`config.mk`:
```
export PLATFORM = sky130hd
export DESIGN_NAME = array_min_priority_queue
export DESIGN_NICKNAME = d
export VERILOG_FILES = /design/src/hw/rtl/amq_pkg.sv /design/src/hw/rtl/amq_datapath.sv /design/src/hw/rtl/amq_ctrl.sv /design/src/hw/rtl/array_min_priority_queue.sv
export SDC_FILE = /design/constraint.sdc
export NUM_CORES = 1
export LEC_CHECK = 0
export ABC_AREA = 0
export BUFFER_PORTS_ARGS = -buffer_cell sky130_fd_sc_hd__buf_4
export CAP_MARGIN = 30
export CORE_MARGIN = 4
export CORE_UTILIZATION = 35
export CTS_CLUSTER_SIZE = 40
export DETAILED_ROUTE_END_ITERATION = 8
export PLACE_DENSITY = 0.56
export SYNTH_ARGS = -nofsm -noshare
export SYNTH_HDL_FRONTEND = slang
export SYNTH_HIERARCHICAL = 1
export SYNTH_SLANG_ARGS = --single-unit
```
`constraint.sdc`:
```
create_clock -name clk -period 15.73 [get_ports clk]
set_clock_uncertainty 0.05 [all_clocks]
set_input_delay 0.7865 -clock clk [delete_from_list [all_inputs] [get_ports clk]]
set_output_delay 0.7865 -clock clk [all_outputs]
set_load 0.02 [all_outputs]
```
`src/hw/rtl/amq_pkg.sv`:
```
// Shared types and codes for the array min priority queue.
`timescale 1ns / 1ps
`default_nettype none

package amq_pkg;

	// Command field codes
	localparam logic CMD_INSERT = 1'b0;
	localparam logic CMD_REMOVE = 1'b1;

	// Result status codes
	typedef enum logic [1:0] {
		ST_INSERTED = 2'd0,
		ST_FULL     = 2'd1,
		ST_REMOVED  = 2'd2,
		ST_EMPTY    = 2'd3
	} status_t;

	// Controller to datapath commands
	typedef struct packed {
		logic    capture;     // latch input beat payload
		logic    ins_write;   // append held item at tail
		logic    scan_start;  // reset sweep index to zero
		logic    scan_step;   // read next entry and track minimum
		logic    shift_start; // point sweep index past the minimum
		logic    shift_step;  // move entries down one place
		logic    dec;         // drop one entry from the count
		logic    finish;      // load the result register
		status_t res;         // status for the result being loaded
	} dp_cmd_t;

	// Datapath to controller status
	typedef struct packed {
		logic empty;
		logic full;
		logic sweep_done;
	} dp_stat_t;

endpackage

`default_nettype wire

```
`src/hw/rtl/amq_datapath.sv`:
```
// Datapath: entry store, sweep index, minimum tracker and result register.
`timescale 1ns / 1ps
`default_nettype none

module amq_datapath import amq_pkg::*; #(
	parameter int DEPTH = 10
) (
	input  wire logic               clk,
	input  wire logic               arst_n,
	input  wire dp_cmd_t            cmd,
	output dp_stat_t                stat,
	input  wire logic signed [31:0] value_in,
	input  wire logic signed [15:0] priority_in,
	output logic [1:0]              status,
	output logic signed [31:0]      value_out,
	output logic signed [15:0]      priority_out,
	output logic [3:0]              occupancy
);

	localparam int AW = $clog2(DEPTH);
	localparam int CW = $clog2(DEPTH + 1);

	logic signed [31:0] val_mem [DEPTH];
	logic signed [15:0] pri_mem [DEPTH];

	logic [CW-1:0]      count_q;
	logic [CW-1:0]      idx_q;
	logic signed [31:0] item_val_q;
	logic signed [15:0] item_pri_q;

	logic               rd_valid_s1;
	logic [AW-1:0]      rd_idx_s1;
	logic signed [31:0] rd_val_s1;
	logic signed [15:0] rd_pri_s1;

	logic [AW-1:0]      best_idx_q;
	logic signed [31:0] best_val_q;
	logic signed [15:0] best_pri_q;

	status_t            status_q;
	logic signed [31:0] value_out_q;
	logic signed [15:0] priority_out_q;
	logic [3:0]         occ_q;

	logic               rd_issue;
	logic               wr_en;
	logic [AW-1:0]      wr_addr;
	logic signed [31:0] wr_val;
	logic signed [15:0] wr_pri;
	logic               take_best;

	assign rd_issue = (cmd.scan_step || cmd.shift_step) && (idx_q < count_q);

	// Insert writes the tail; shift writes each read beat one place lower
	assign wr_en   = cmd.ins_write || (cmd.shift_step && rd_valid_s1);
	assign wr_addr = cmd.ins_write ? count_q[AW-1:0] : rd_idx_s1 - AW'(1);
	assign wr_val  = cmd.ins_write ? item_val_q : rd_val_s1;
	assign wr_pri  = cmd.ins_write ? item_pri_q : rd_pri_s1;

	// Strict less-than keeps the earliest entry on a tie
	assign take_best = cmd.scan_step && rd_valid_s1 &&
		((rd_idx_s1 == '0) || (rd_pri_s1 < best_pri_q));

	always_ff @(posedge clk) begin
		if (wr_en) begin
			val_mem[wr_addr] <= wr_val;
			pri_mem[wr_addr] <= wr_pri;
		end
		if (rd_issue) begin
			rd_val_s1 <= val_mem[idx_q[AW-1:0]];
			rd_pri_s1 <= pri_mem[idx_q[AW-1:0]];
			rd_idx_s1 <= idx_q[AW-1:0];
		end
	end

	always_ff @(posedge clk) begin
		if (cmd.capture) begin
			item_val_q <= value_in;
			item_pri_q <= priority_in;
		end
		if (take_best) begin
			best_idx_q <= rd_idx_s1;
			best_val_q <= rd_val_s1;
			best_pri_q <= rd_pri_s1;
		end
		if (cmd.finish) begin
			status_q       <= cmd.res;
			value_out_q    <= (cmd.res == ST_REMOVED) ? best_val_q : '0;
			priority_out_q <= (cmd.res == ST_REMOVED) ? best_pri_q : '0;
			occ_q          <= 4'(count_q);
		end
	end

	always_ff @(posedge clk or negedge arst_n) begin
		if (!arst_n) begin
			count_q     <= '0;
			idx_q       <= '0;
			rd_valid_s1 <= 1'b0;
		end else begin
			rd_valid_s1 <= rd_issue;
			if (cmd.ins_write) begin
				count_q <= count_q + CW'(1);
			end else if (cmd.dec) begin
				count_q <= count_q - CW'(1);
			end
			priority if (cmd.shift_start) begin
				idx_q <= CW'(best_idx_q) + CW'(1);
			end else if (cmd.scan_start) begin
				idx_q <= '0;
			end else if (rd_issue) begin
				idx_q <= idx_q + CW'(1);
			end
		end
	end

	assign stat.empty      = (count_q == '0);
	assign stat.full       = (count_q == CW'(DEPTH));
	assign stat.sweep_done = (idx_q >= count_q) && !rd_valid_s1;

	assign status       = status_q;
	assign value_out    = value_out_q;
	assign priority_out = priority_out_q;
	assign occupancy    = occ_q;

endmodule

`default_nettype wire

```
`src/hw/rtl/amq_ctrl.sv`:
```
// Controller: sequences insert, minimum scan, compaction and result handoff.
`timescale 1ns / 1ps
`default_nettype none

module amq_ctrl import amq_pkg::*; (
	input  wire logic     clk,
	input  wire logic     arst_n,
	input  wire logic     in_valid,
	output logic          in_ready,
	input  wire logic     command,
	output logic          out_valid,
	input  wire logic     out_ready,
	input  wire dp_stat_t stat,
	output dp_cmd_t       cmd
);

	typedef enum logic [4:0] {
		S_IDLE  = 5'b00001,
		S_INS   = 5'b00010,
		S_SCAN  = 5'b00100,
		S_SHIFT = 5'b01000,
		S_DONE  = 5'b10000
	} state_t;

	state_t  state_q, state_d;
	status_t res_q, res_d;
	logic    out_valid_q;

	always_comb begin
		cmd     = '0;
		cmd.res = res_q;
		state_d = state_q;
		res_d   = res_q;
		unique case (state_q)
			S_IDLE: begin
				if (in_valid) begin
					cmd.capture = 1'b1;
					if (command == CMD_INSERT) begin
						res_d   = stat.full ? ST_FULL : ST_INSERTED;
						state_d = stat.full ? S_DONE : S_INS;
					end else if (stat.empty) begin
						res_d   = ST_EMPTY;
						state_d = S_DONE;
					end else begin
						res_d          = ST_REMOVED;
						cmd.scan_start = 1'b1;
						state_d        = S_SCAN;
					end
				end
			end
			S_INS: begin
				cmd.ins_write = 1'b1;
				state_d       = S_DONE;
			end
			S_SCAN: begin
				cmd.scan_step = 1'b1;
				if (stat.sweep_done) begin
					cmd.shift_start = 1'b1;
					state_d         = S_SHIFT;
				end
			end
			S_SHIFT: begin
				cmd.shift_step = 1'b1;
				if (stat.sweep_done) begin
					cmd.dec = 1'b1;
					state_d = S_DONE;
				end
			end
			S_DONE: begin
				// wait here until the result register is free
				if (!out_valid_q || out_ready) begin
					cmd.finish = 1'b1;
					state_d    = S_IDLE;
				end
			end
			default: begin
				state_d = S_IDLE;
			end
		endcase
	end

	always_ff @(posedge clk or negedge arst_n) begin
		if (!arst_n) begin
			state_q     <= S_IDLE;
			res_q       <= ST_INSERTED;
			out_valid_q <= 1'b0;
		end else begin
			state_q <= state_d;
			res_q   <= res_d;
			if (cmd.finish) begin
				out_valid_q <= 1'b1;
			end else if (out_ready) begin
				out_valid_q <= 1'b0;
			end
		end
	end

	assign in_ready  = (state_q == S_IDLE);
	assign out_valid = out_valid_q;

endmodule

`default_nettype wire

```
`src/hw/rtl/array_min_priority_queue.sv`:
```
// Top level of the array min priority queue.
//
//   channel | signals                                  | dir | handshake
//   --------+------------------------------------------+-----+---------------------
//   in      | command, value_in, priority_in           | in  | in_valid / in_ready
//   out     | status, value_out, priority_out, occupancy| out | out_valid / out_ready
//
// One item at a time. Insert steps: accept, write, load.
// Remove: a registered scan of all held entries through the single read port of the
// entry store, then each entry above the minimum moved down one place, one per cycle.
// Empty remove or full insert: accept, then load.
// Reset clears the count and control; the entry store is not cleared.
// A new beat is taken while a result waits on out_ready; its own result holds until then.
`timescale 1ns / 1ps
`default_nettype none

module array_min_priority_queue import amq_pkg::*; #(
	parameter int DEPTH = 10
) (
	input  wire logic               clk,
	input  wire logic               arst_n,
	input  wire logic               in_valid,
	output logic                    in_ready,
	input  wire logic               command,
	input  wire logic signed [31:0] value_in,
	input  wire logic signed [15:0] priority_in,
	output logic                    out_valid,
	input  wire logic               out_ready,
	output logic [1:0]              status,
	output logic signed [31:0]      value_out,
	output logic signed [15:0]      priority_out,
	output logic [3:0]              occupancy
);

	dp_cmd_t  cmd;
	dp_stat_t stat;

	amq_ctrl u_ctrl (
		.clk       (clk),
		.arst_n    (arst_n),
		.in_valid  (in_valid),
		.in_ready  (in_ready),
		.command   (command),
		.out_valid (out_valid),
		.out_ready (out_ready),
		.stat      (stat),
		.cmd       (cmd)
	);

	amq_datapath #(
		.DEPTH (DEPTH)
	) u_datapath (
		.clk          (clk),
		.arst_n       (arst_n),
		.cmd          (cmd),
		.stat         (stat),
		.value_in     (value_in),
		.priority_in  (priority_in),
		.status       (status),
		.value_out    (value_out),
		.priority_out (priority_out),
		.occupancy    (occupancy)
	);

endmodule

`default_nettype wire
```
==> results of run 1 <==
-- routing by layer --
layer / GRT usage, % / up-vias
met1: 18.1 / 6605
met3: 2.22 / 72
met2: 21.4 / 265
met4: 4.14 / 0
met5: 0 / -
li1: - / 5671
-- timing repair --
action / CTS / global route
setup endpoints to repair: 0 / 0
hold endpoints to repair: 16 / 0
hold buffers: 1 / 0
-- worst max-delay path: cells and delay by family, from the launching register on --
kind | cells | cell delay [ns]
simple gates | 3 | 1.42
buf+inv | 3 | 1.09
flops | 1 | 0.43
mux | 1 | 0.29
compound gates | 1 | 0.28
-- power breakdown --
group / internal, W / leakage [nW] / total [W] / switching [W]
combinational: 0.000432 / 2.57 / 0.000975 / 0.000543
clock: 0.000964 / 1.12 / 0.00166 / 0.000698
sequential: 0.00232 / 6.41 / 0.00244 / 0.000126
total: 0.00371 / 10.1 / 0.00508 / 0.00137
-- cell families after synthesis --
| logic type | count (synthesis) | share of synthesized area (%) |
|---|---|---|
| multiplexers | 199 | 12.1 |
| flip-flops | 703 | 77.8 |
| adder cells (fa/ha/maj) | 26 | 1.23 |
| AO/OA/AOI/OAI | 135 | 3.19 |
| buffers and inverters | 91 | 1.56 |
| XOR/XNOR | 11 | 0.357 |
| AND/OR/NAND/NOR | 170 | 3.72 |
-- cells in the final DEF (no fill, tap or decap), types with 8 or more instances in the layout --
cell type / synthesis / final
a21oi_1: 58 / 58
mux2i_1: 49 / 49
clkbuf_16: 0 / 75
and2_1: 50 / 50
mux2_2: 50 / 50
edfxtp_1: 686 / 686
nor2_4: 0 / 8
clkinv_2: 1 / 13
nor2_1: 26 / 18
clkinv_1: 0 / 12
mux4_2: 96 / 96
dfrtp_1: 16 / 12
inv_1: 27 / 26
ha_1: 25 / 25
clkbuf_1: 36 / 15
a211oi_1: 52 / 52
nor2b_1: 52 / 51
buf_4: 5 / 126
-- synthesized netlist by cell type (7+ instances only) --
master,count
mux2_2,50
mux2i_1,49
ha_1,25
nor2b_1,52
nor2_1,26
and2_1,50
clkbuf_1,36
a21oi_1,58
mux4_2,96
nor3_1,7
edfxtp_1,686
inv_1,27
dfrtp_1,16
o21ai_0,7
buf_2,12
a211oi_1,52
-- metrics by stage --
stage / cell area, µm² / instances / hold slack [ns] / total power, W
3_3_place_gp: 29100 / 2431 / 0.382 / 0.00346
2_1_floorplan: 27000 / 1335 / 0.372 / 0.00317
6_report: 31400 / 2567 / 0.318 / 0.00508
3_5_place_dp: 29100 / 2432 / 0.385 / 0.00348
5_1_grt: 31400 / 2567 / 0.289 / 0.00534
4_1_cts: 31400 / 2567 / 0.272 / 0.00517
-- area by class of cell --
class	instances	area (µm²)	area share (%)
multi-input combinational	541	5670	18.0
sequential	703	21000	67.0
clock buffer	90	1930	6.15
timing repair buffer	129	996	3.17
tap	1030	1290	4.10
clock inverter	44	380	1.21
inverter	30	114	0.362
-- final timing paths --
kind,endpoint
setup reg to reg,u_datapath/val_mem[4][9]$_DFFE_PP_
setup / recovery,u_datapath/val_mem[4][9]$_DFFE_PP_
hold reg to reg,u_datapath/best_val_q[4]$_DFFE_PP_
hold / removal,u_datapath/item_val_q[23]$_DFFE_PP_
min in group asynchronous,u_ctrl/res_q[1]$_DFFE_PN0P_
max in group asynchronous,u_ctrl/state_q[0]$_DFFE_PN1P_
-- state kept, by name, indices dropped and copies added (netlist names), 5 cells and up --
register / cells
u_ctrl/state_q: 5
u_datapath/best_pri_q: 16
u_datapath/best_val_q: 32
u_datapath/item_pri_q: 16
u_datapath/item_val_q: 32
u_datapath/pri_mem: 160
u_datapath/priority_out: 16
u_datapath/rd_pri_s1: 16
u_datapath/rd_val_s1: 32
u_datapath/val_mem: 320
u_datapath/value_out: 32
==> flow_summary.ini, run 1 <==
[global_routing]
grt_max_degree = 111
grt_pass1_wl_mm = 82.7
grt.overflow.total = 0
grt_pass1_vias = 13500
antenna_found_initial = 1
grt.total_usage_pct = 13.1

[critical_path]
cp.arrival_ns = 4.13
cp_max_fo = 36
r2r_cells = 8
max_stage_delay_ns = 0.66
cp-start-kind = register
crit_slowest_cell = nor2_4
critPathLaunch = u_ctrl/state_q[1]$_DFFE_PN0P_
setup.worst_path.end_class = register
r2r_slack_ns = 11.77
r2r_start = u_ctrl/state_q[1]$_DFFE_PN0P_
worstPathRequired_ns = 15.89
worstSetupPathType = reg -> reg
path_cells = nor2b_1, and3b_4, buf_12, inv_1, mux2i_1, o21ai_1, nor2_4, buf_4

[floorplan]
rows = 101
initial_core_util_pct = 35.4
pin_count = 109
chipHeight_um = 286
die_x_um = 286
fp.coreArea_um2 = 76200
dieArea_um2 = 81700

[cts]
cts-root-buf = clkbuf_16
htree_levels = 3
cts_setup_buffers = 0
clock_path_buffers = 3
insertion_delay_ns = 0.59
cts-buffers-inserted = 75
post_cts_resized = 0
cts_sinks = 703
tritoncts = done
path_clk_slew_ns = 0.06

[logic_synthesis]
yosys.area.top_type_share_pct = 76.3
ys_ff_latch = 703
ys.flop_type = edfxtp_1
synth_area_leader_cell = edfxtp_1
synth_edf_count = 686
synthCells = 1335
avgSynthCellArea_um2 = 20.2
ys_async_sr_fraction_pct = 2.42
synth_area_um2 = 27000
synth.area.top_cells = edfxtp_1 76%, mux4_2 8.0%, mux2_2 2.1%, mux2i_1 1.8%, dfrtp_1 1.5%
ys_seq_area_share_pct = 77.8
synth_nets = 1414
yosysWarnings = 6
ys_types = 55

[hold_path]
min-delay-start = value_in[23]
hp-class = in -> reg
hold_depth = 1

[power]
vdd_drop_max_uv = 128
leakage_nw = 10.1
p_per_area_nw_per_um2 = 162

[placement]
dp_hpwl_mm = 29.1
place_ws_ns = 11.75
place_congestion = 0.731
io_buffers = 108

[layout]
syn_to_final_growth_pct = 16.3
drive_gt1_share_pct = 26.9
finalNetCount = 1559
num_antenna_cells = 0
fin_util_pct = 41.2
fillers = 6711

[detailed_routing]
routed_via_density = 4.91
dr.max_layer_used = met4
drc_errors = 0
wl_mm = 53.7
firstDrtPassIters = 4
final_antenna_net_count = 0
wl_met1_mm = 24.0
drtIter0Drc = 661
dr_wl_met2_mm = 26.0
vias = 12600
wl_met3_mm = 2.49
avgRoutedWirePerCell_um = 20.9

[timing]
min_period_over_period_pct = 25.2
max_freq_mhz = 252
slew_headroom_pct = 38.7
setup_tns_ns = 0
tightest_slew_ns = 0.919
rsz0062_at_grt = no
layout_setup_ws_ns = 11.77
finalSetupViolCount = 0
slew_viol_final = 0
hold_viol_final = 0
fin_crit_ns = 3.96

[run]
max_cap_viol_count = 0

[run_status]
outcome = complete, no violations
Note: power is estimated with default switching activity, not from simulation.
==> run 2: changes to the inputs <==
Clock period 15.73 ns to 3.7 ns, I/O delays scaled along.
==> flow_summary.ini, run 2 (synthesized netlist as in run 1, its figures left out) <==
[detailed_routing]
drtIter0Drc = 1016
final_antenna_net_count = 0
routed_via_density = 4.90
firstDrtPassIters = 4
wl_mm = 58.4
avgRoutedWirePerCell_um = 22.1
vias = 13000
drc_errors = 0

[layout]
syn_to_final_growth_pct = 19.9
drive_gt1_share_pct = 26.8
finalNetCount = 1637
layout_common_cells = 686 x edfxtp_1, 136 x buf_4, 96 x mux4_2
fillers = 6634
num_antenna_cells = 0
regMostFlops = u_datapath/val_mem
largest_reg_flops = 320
reg.largest.list = u_datapath/val_mem (320), u_datapath/pri_mem (160)
layout_commonest_cell = edfxtp_1
fin_area_um2 = 32400

[critical_path]
cp-start-kind = register
worstPathRequired_ns = 4.19
cp_max_fo = 48
worstSetupPathType = reg -> reg
cp.arrival_ns = 3.66
setup.worst_path.end_class = register

[global_routing]
met1_usage_pct = 19.8
grt_pass1_wl_mm = 88.2
grt.total_usage_pct = 14.3
grt.overflow.total = 0
antenna_found_initial = 0
grt_pass1_vias = 13800
grt_use_met2_pct = 23.5
use_met3_pct = 2.42
grt_max_degree = 64
grt-busiest-layer = met2

[power]
p_per_area_nw_per_um2 = 679
leakage_nw = 10.6
vdd_drop_max_uv = 361

[timing]
hold_viol_final = 0
fin_hold_ws_ns = 0.246
rsz0062_at_grt = no
slew_viol_final = 0
tightest_slew_ns = 0.897
finalSetupViolCount = 0
setup_tns_ns = 0
slew_headroom_pct = 40.2
max_freq_mhz = 315
min_period_over_period_pct = 85.8
fin_crit_ns = 3.18

[placement]
place_congestion = 0.726
placed_area_um2 = 29500
io_buffers = 108
dp_hpwl_mm = 33.4

[floorplan]
chipHeight_um = 286
dieArea_um2 = 81700
fp.coreArea_um2 = 76200
rows = 101
initial_core_util_pct = 35.4
pin_count = 109
die_x_um = 286

[run_status]
outcome = complete, no violations

[cts]
tritoncts = done
clock_path_buffers = 3
htree_levels = 3
cts-buffers-inserted = 76
path_clk_slew_ns = 0.06
cts_sinks = 703
cts-root-buf = clkbuf_16
insertion_delay_ns = 0.61

[hold_path]
hp-class = in -> reg

[run]
max_cap_viol_count = 0
## run 2: cell types whose count changed in the layout (fill, tap and decap cells not counted), moves of 3 or more
| cell | before | now |
|---|---|---|
| nor3_2 | 5 | 1 |
| clkinvlp_4 | 7 | 1 |
| dlygate4sd3_1 | 1 | 55 |
| clkbuf_8 | 0 | 3 |
| clkinv_4 | 3 | 0 |
| clkbuf_1 | 15 | 19 |
| buf_4 | 126 | 136 |
| buf_12 | 2 | 15 |
| nor3_4 | 0 | 4 |
## run 2: path summary, 6_finish.rpt
| path | start | to | slack (ns) | depth (start not counted) |
|---|---|---|---|---|
| worst max-delay path | u_datapath/idx_q[2]$_DFFE_PN0P_ | u_ctrl/state_q[1]$_DFFE_PN0P_ | 0.52 | 10 |
| worst min-delay path | value_in[16] | u_datapath/item_val_q[16]$_DFFE_PP_ | 0.25 | 2 |
| worst max register to register | u_datapath/idx_q[2]$_DFFE_PN0P_ | u_ctrl/state_q[1]$_DFFE_PN0P_ | 0.52 | 10 |
| worst min register to register | u_datapath/rd_val_s1[3]$_DFFE_PP_ | u_datapath/best_val_q[3]$_DFFE_PP_ | 0.39 | 0 |
| max in group asynchronous | arst_n | u_datapath/idx_q[3]$_DFFE_PN0P_ | 1.73 | 4 |
| min in group asynchronous | arst_n | u_ctrl/state_q[0]$_DFFE_PN1P_ | 0.57 | 3 |
## run 2: power breakdown
| group | switching [W] | internal (W) | total [W] |
|---|---|---|---|
| clock network | 0.00299 | 0.00424 | 0.00724 |
| logic | 0.00254 | 0.00193 | 0.00448 |
| registers | 0.000416 | 0.00985 | 0.0103 |
## run 2: worst max-delay path, stage by stage (launching register included)
cell and delay (ns):
dfrtp_4 0.87, ha_1 0.29, o21ai_0 0.09, a21oi_1 0.35, nor2_1 0.07, a21oi_1 0.29, nor2_1 0.07, nand3_1 0.11
o211ai_2 0.11, nor4_1 0.20, dlygate4sd3_1 0.60
## run 2: timing repair
item / in CTS / in global routing
buffers inserted: 0 / 0
hold endpoints to repair: 72 / 0
resized for setup: 0 / 0
hold buffers: 55 / 0
## run 2: layout make-up
type	instances	area, µm²	area share [%]
tap	1030	1290	3.98
clock inverter	37	337	1.04
timing repair buffer	206	1870	5.78
inverter	30	114	0.352
sequential	703	21000	65.0
multi-input combinational	541	5690	17.6
clock buffer	99	2040	6.30
## run 2: metal layers
metal / wire [µm] / part of all wire (%)
met1: 26300 / 45
met2: 28600 / 49
met3: 2620 / 4.5
met4: 894 / 1.5
met5: 0 / 0
## run 2: through the flow
| stage | worst slack [ns] | std cells | power, W | util (%) |
|---|---|---|---|---|
| 4_1_cts | 0.531 | 2646 | 0.0223 | 42.5 |
| 2_1_floorplan | -0.559 | 1335 | 0.0135 | - |
| 5_1_grt | 0.273 | 2646 | 0.0231 | 42.5 |
| 3_5_place_dp | 0.586 | 2455 | 0.0150 | 38.7 |
| 6_report | 0.524 | 2646 | 0.0220 | 42.5 |
| 3_3_place_gp | 0.717 | 2455 | 0.0149 | 38.7 |
==> run 3: changes to the inputs <==
Settings changed: CTS_BUF_LIST set to sky130_fd_sc_hd__clkbuf_4.
==> flow_summary.ini, run 3 (synthesized netlist as in run 1, its figures left out) <==
[layout]
layout_common_cells = 686 x edfxtp_1, 262 x clkbuf_4, 136 x buf_4
syn_to_final_growth_pct = 21.6
fin_area_um2 = 32900
fillers = 6748
finalNetCount = 1796
regMostFlops = u_datapath/val_mem
drive_gt1_share_pct = 32.9
largest_reg_flops = 320
layout_commonest_cell = edfxtp_1
fin_util_pct = 43.1
reg.largest.list = u_datapath/val_mem (320), u_datapath/pri_mem (160)

[placement]
dp_hpwl_mm = 33.4
placed_area_um2 = 29500
place_congestion = 0.726
io_buffers = 108

[power]
vdd_drop_max_uv = 318
share_comb_of_total_power_pct = 21.2
switching_power_w = 0.00607
p_per_area_nw_per_um2 = 652
seq_power_share_pct = 47.9
leakage_nw = 11.0
swShare_pct = 28.3
p_int_w = 0.0153
clkPwrFrac_pct = 30.9

[global_routing]
grt_pass1_wl_mm = 91.1
grt_max_degree = 64
grt_pass1_vias = 15000
antenna_found_initial = 2
grt.overflow.total = 0
grt.total_usage_pct = 14.9

[cts]
path_clk_slew_ns = 0.07
tritoncts = done
cts-buffers-inserted = 183
insertion_delay_ns = 0.99
cts_sinks = 703
cts-root-buf = clkbuf_4
htree_levels = 4
clock_path_buffers = 3
post_cts_resized = 0

[detailed_routing]
firstDrtPassIters = 4
avgRoutedWirePerCell_um = 20.8
routed_via_density = 4.82
final_antenna_net_count = 0
vias = 13900
drtIter0Drc = 986
wl_mm = 60.0
drc_errors = 0

[floorplan]
fp.coreArea_um2 = 76200
dieArea_um2 = 81700
rows = 101
die_x_um = 286
pin_count = 109
chipHeight_um = 286
initial_core_util_pct = 35.4

[critical_path]
worstSetupPathType = reg -> reg
cp_max_fo = 48
setup.worst_path.end_class = register
worstPathRequired_ns = 4.55
cp.arrival_ns = 4.03
cp-start-kind = register

[timing]
min_period_over_period_pct = 85.8
max_freq_mhz = 315
slew_headroom_pct = 39.5
finalSetupViolCount = 0
tightest_slew_ns = 0.905
setup_tns_ns = 0
fin_hold_ws_ns = 0.159
rsz0062_at_grt = no
hold_viol_final = 0
fin_crit_ns = 3.18
slew_viol_final = 0

[hold_path]
hp-class = in -> reg

[run]
max_cap_viol_count = 0

[run_status]
outcome = complete, no violations
## run 3: changes by cell type in the layout (fill, tap and decap cells not counted), moves of 4 or more
| cell | delta |
|---|---|
| clkinv_2 | -7 |
| clkbuf_16 | -77 |
| clkbuf_1 | -19 |
| clkinv_1 | +24 |
| clkbuf_4 | +262 |
| dlygate4sd3_1 | +52 |
| clkinvlp_4 | +4 |
## run 3: cell type report
class	count	area (µm²)	area share (%)
Sequential cell	703	21000	64.0
Multi-Input combinational cell	541	5690	17.3
Timing Repair Buffer	258	2390	7.28
Clock buffer	262	1970	5.99
Tap cell	1030	1290	3.92
Clock inverter	55	354	1.08
Inverter	30	114	0.347
Antenna cell	2	5.00	0.0152
## run 3: path summary, 6_finish.rpt
path	cells after the start	slack, ns	end	start
worst max-delay path	10	0.52	u_ctrl/state_q[1]$_DFFE_PN0P_	u_datapath/idx_q[2]$_DFFE_PN0P_
worst min-delay path	5	0.16	u_ctrl/state_q[4]$_DFFE_PN0P_	out_ready
worst max register to register	10	0.52	u_ctrl/state_q[1]$_DFFE_PN0P_	u_datapath/idx_q[2]$_DFFE_PN0P_
worst min register to register	0	0.39	u_datapath/best_val_q[3]$_DFFE_PP_	u_datapath/rd_val_s1[3]$_DFFE_PP_
max in group asynchronous	3	2.61	u_datapath/idx_q[3]$_DFFE_PN0P_	arst_n
min in group asynchronous	3	0.34	u_ctrl/res_q[1]$_DFFE_PN0P_	arst_n
## run 3: power groups by stage
stage | clock network, W | logic, W | registers (W)
after floorplan | 0 | 0.00325 | 0.0102
after global placement | 0 | 0.00446 | 0.0104
after detailed placement | 0 | 0.00452 | 0.0104
after CTS | 0.00689 | 0.00464 | 0.0103
after global routing | 0.00738 | 0.00499 | 0.0103
final | 0.00661 | 0.00454 | 0.0103
## run 3: what timing repair did
action / CTS / global route
setup buffers: 0 / 0
endpoints found under the hold margin: 142 / 0
hold buffers: 107 / 0
## run 3: routing by layer
metal	GRT usage, %	wire length (µm)
met1	19.7	26800
met3	3.90	3020
met2	23.9	29200
met5	0	0
met4	5.15	929
## run 3: critical path, stage by stage, from the launching register on
cell           delay, ns
dfrtp_4             0.88
ha_1                0.29
o21ai_0             0.09
a21oi_1             0.35
nor2_1              0.07
a21oi_1             0.28
nor2_1              0.07
nand3_1             0.11
o211ai_2            0.11
nor4_1              0.20
dlygate4sd3_1       0.60
## run 3: through the flow
step | power (W) | std cells | setup WS (ns)
6_report | 0.0214 | 2881 | 0.524
5_1_grt | 0.0227 | 2881 | 0.254
4_1_cts | 0.0218 | 2879 | 0.521
3_5_place_dp | 0.0150 | 2455 | 0.586
3_3_place_gp | 0.0149 | 2455 | 0.717
2_1_floorplan | 0.0135 | 1335 | -0.559
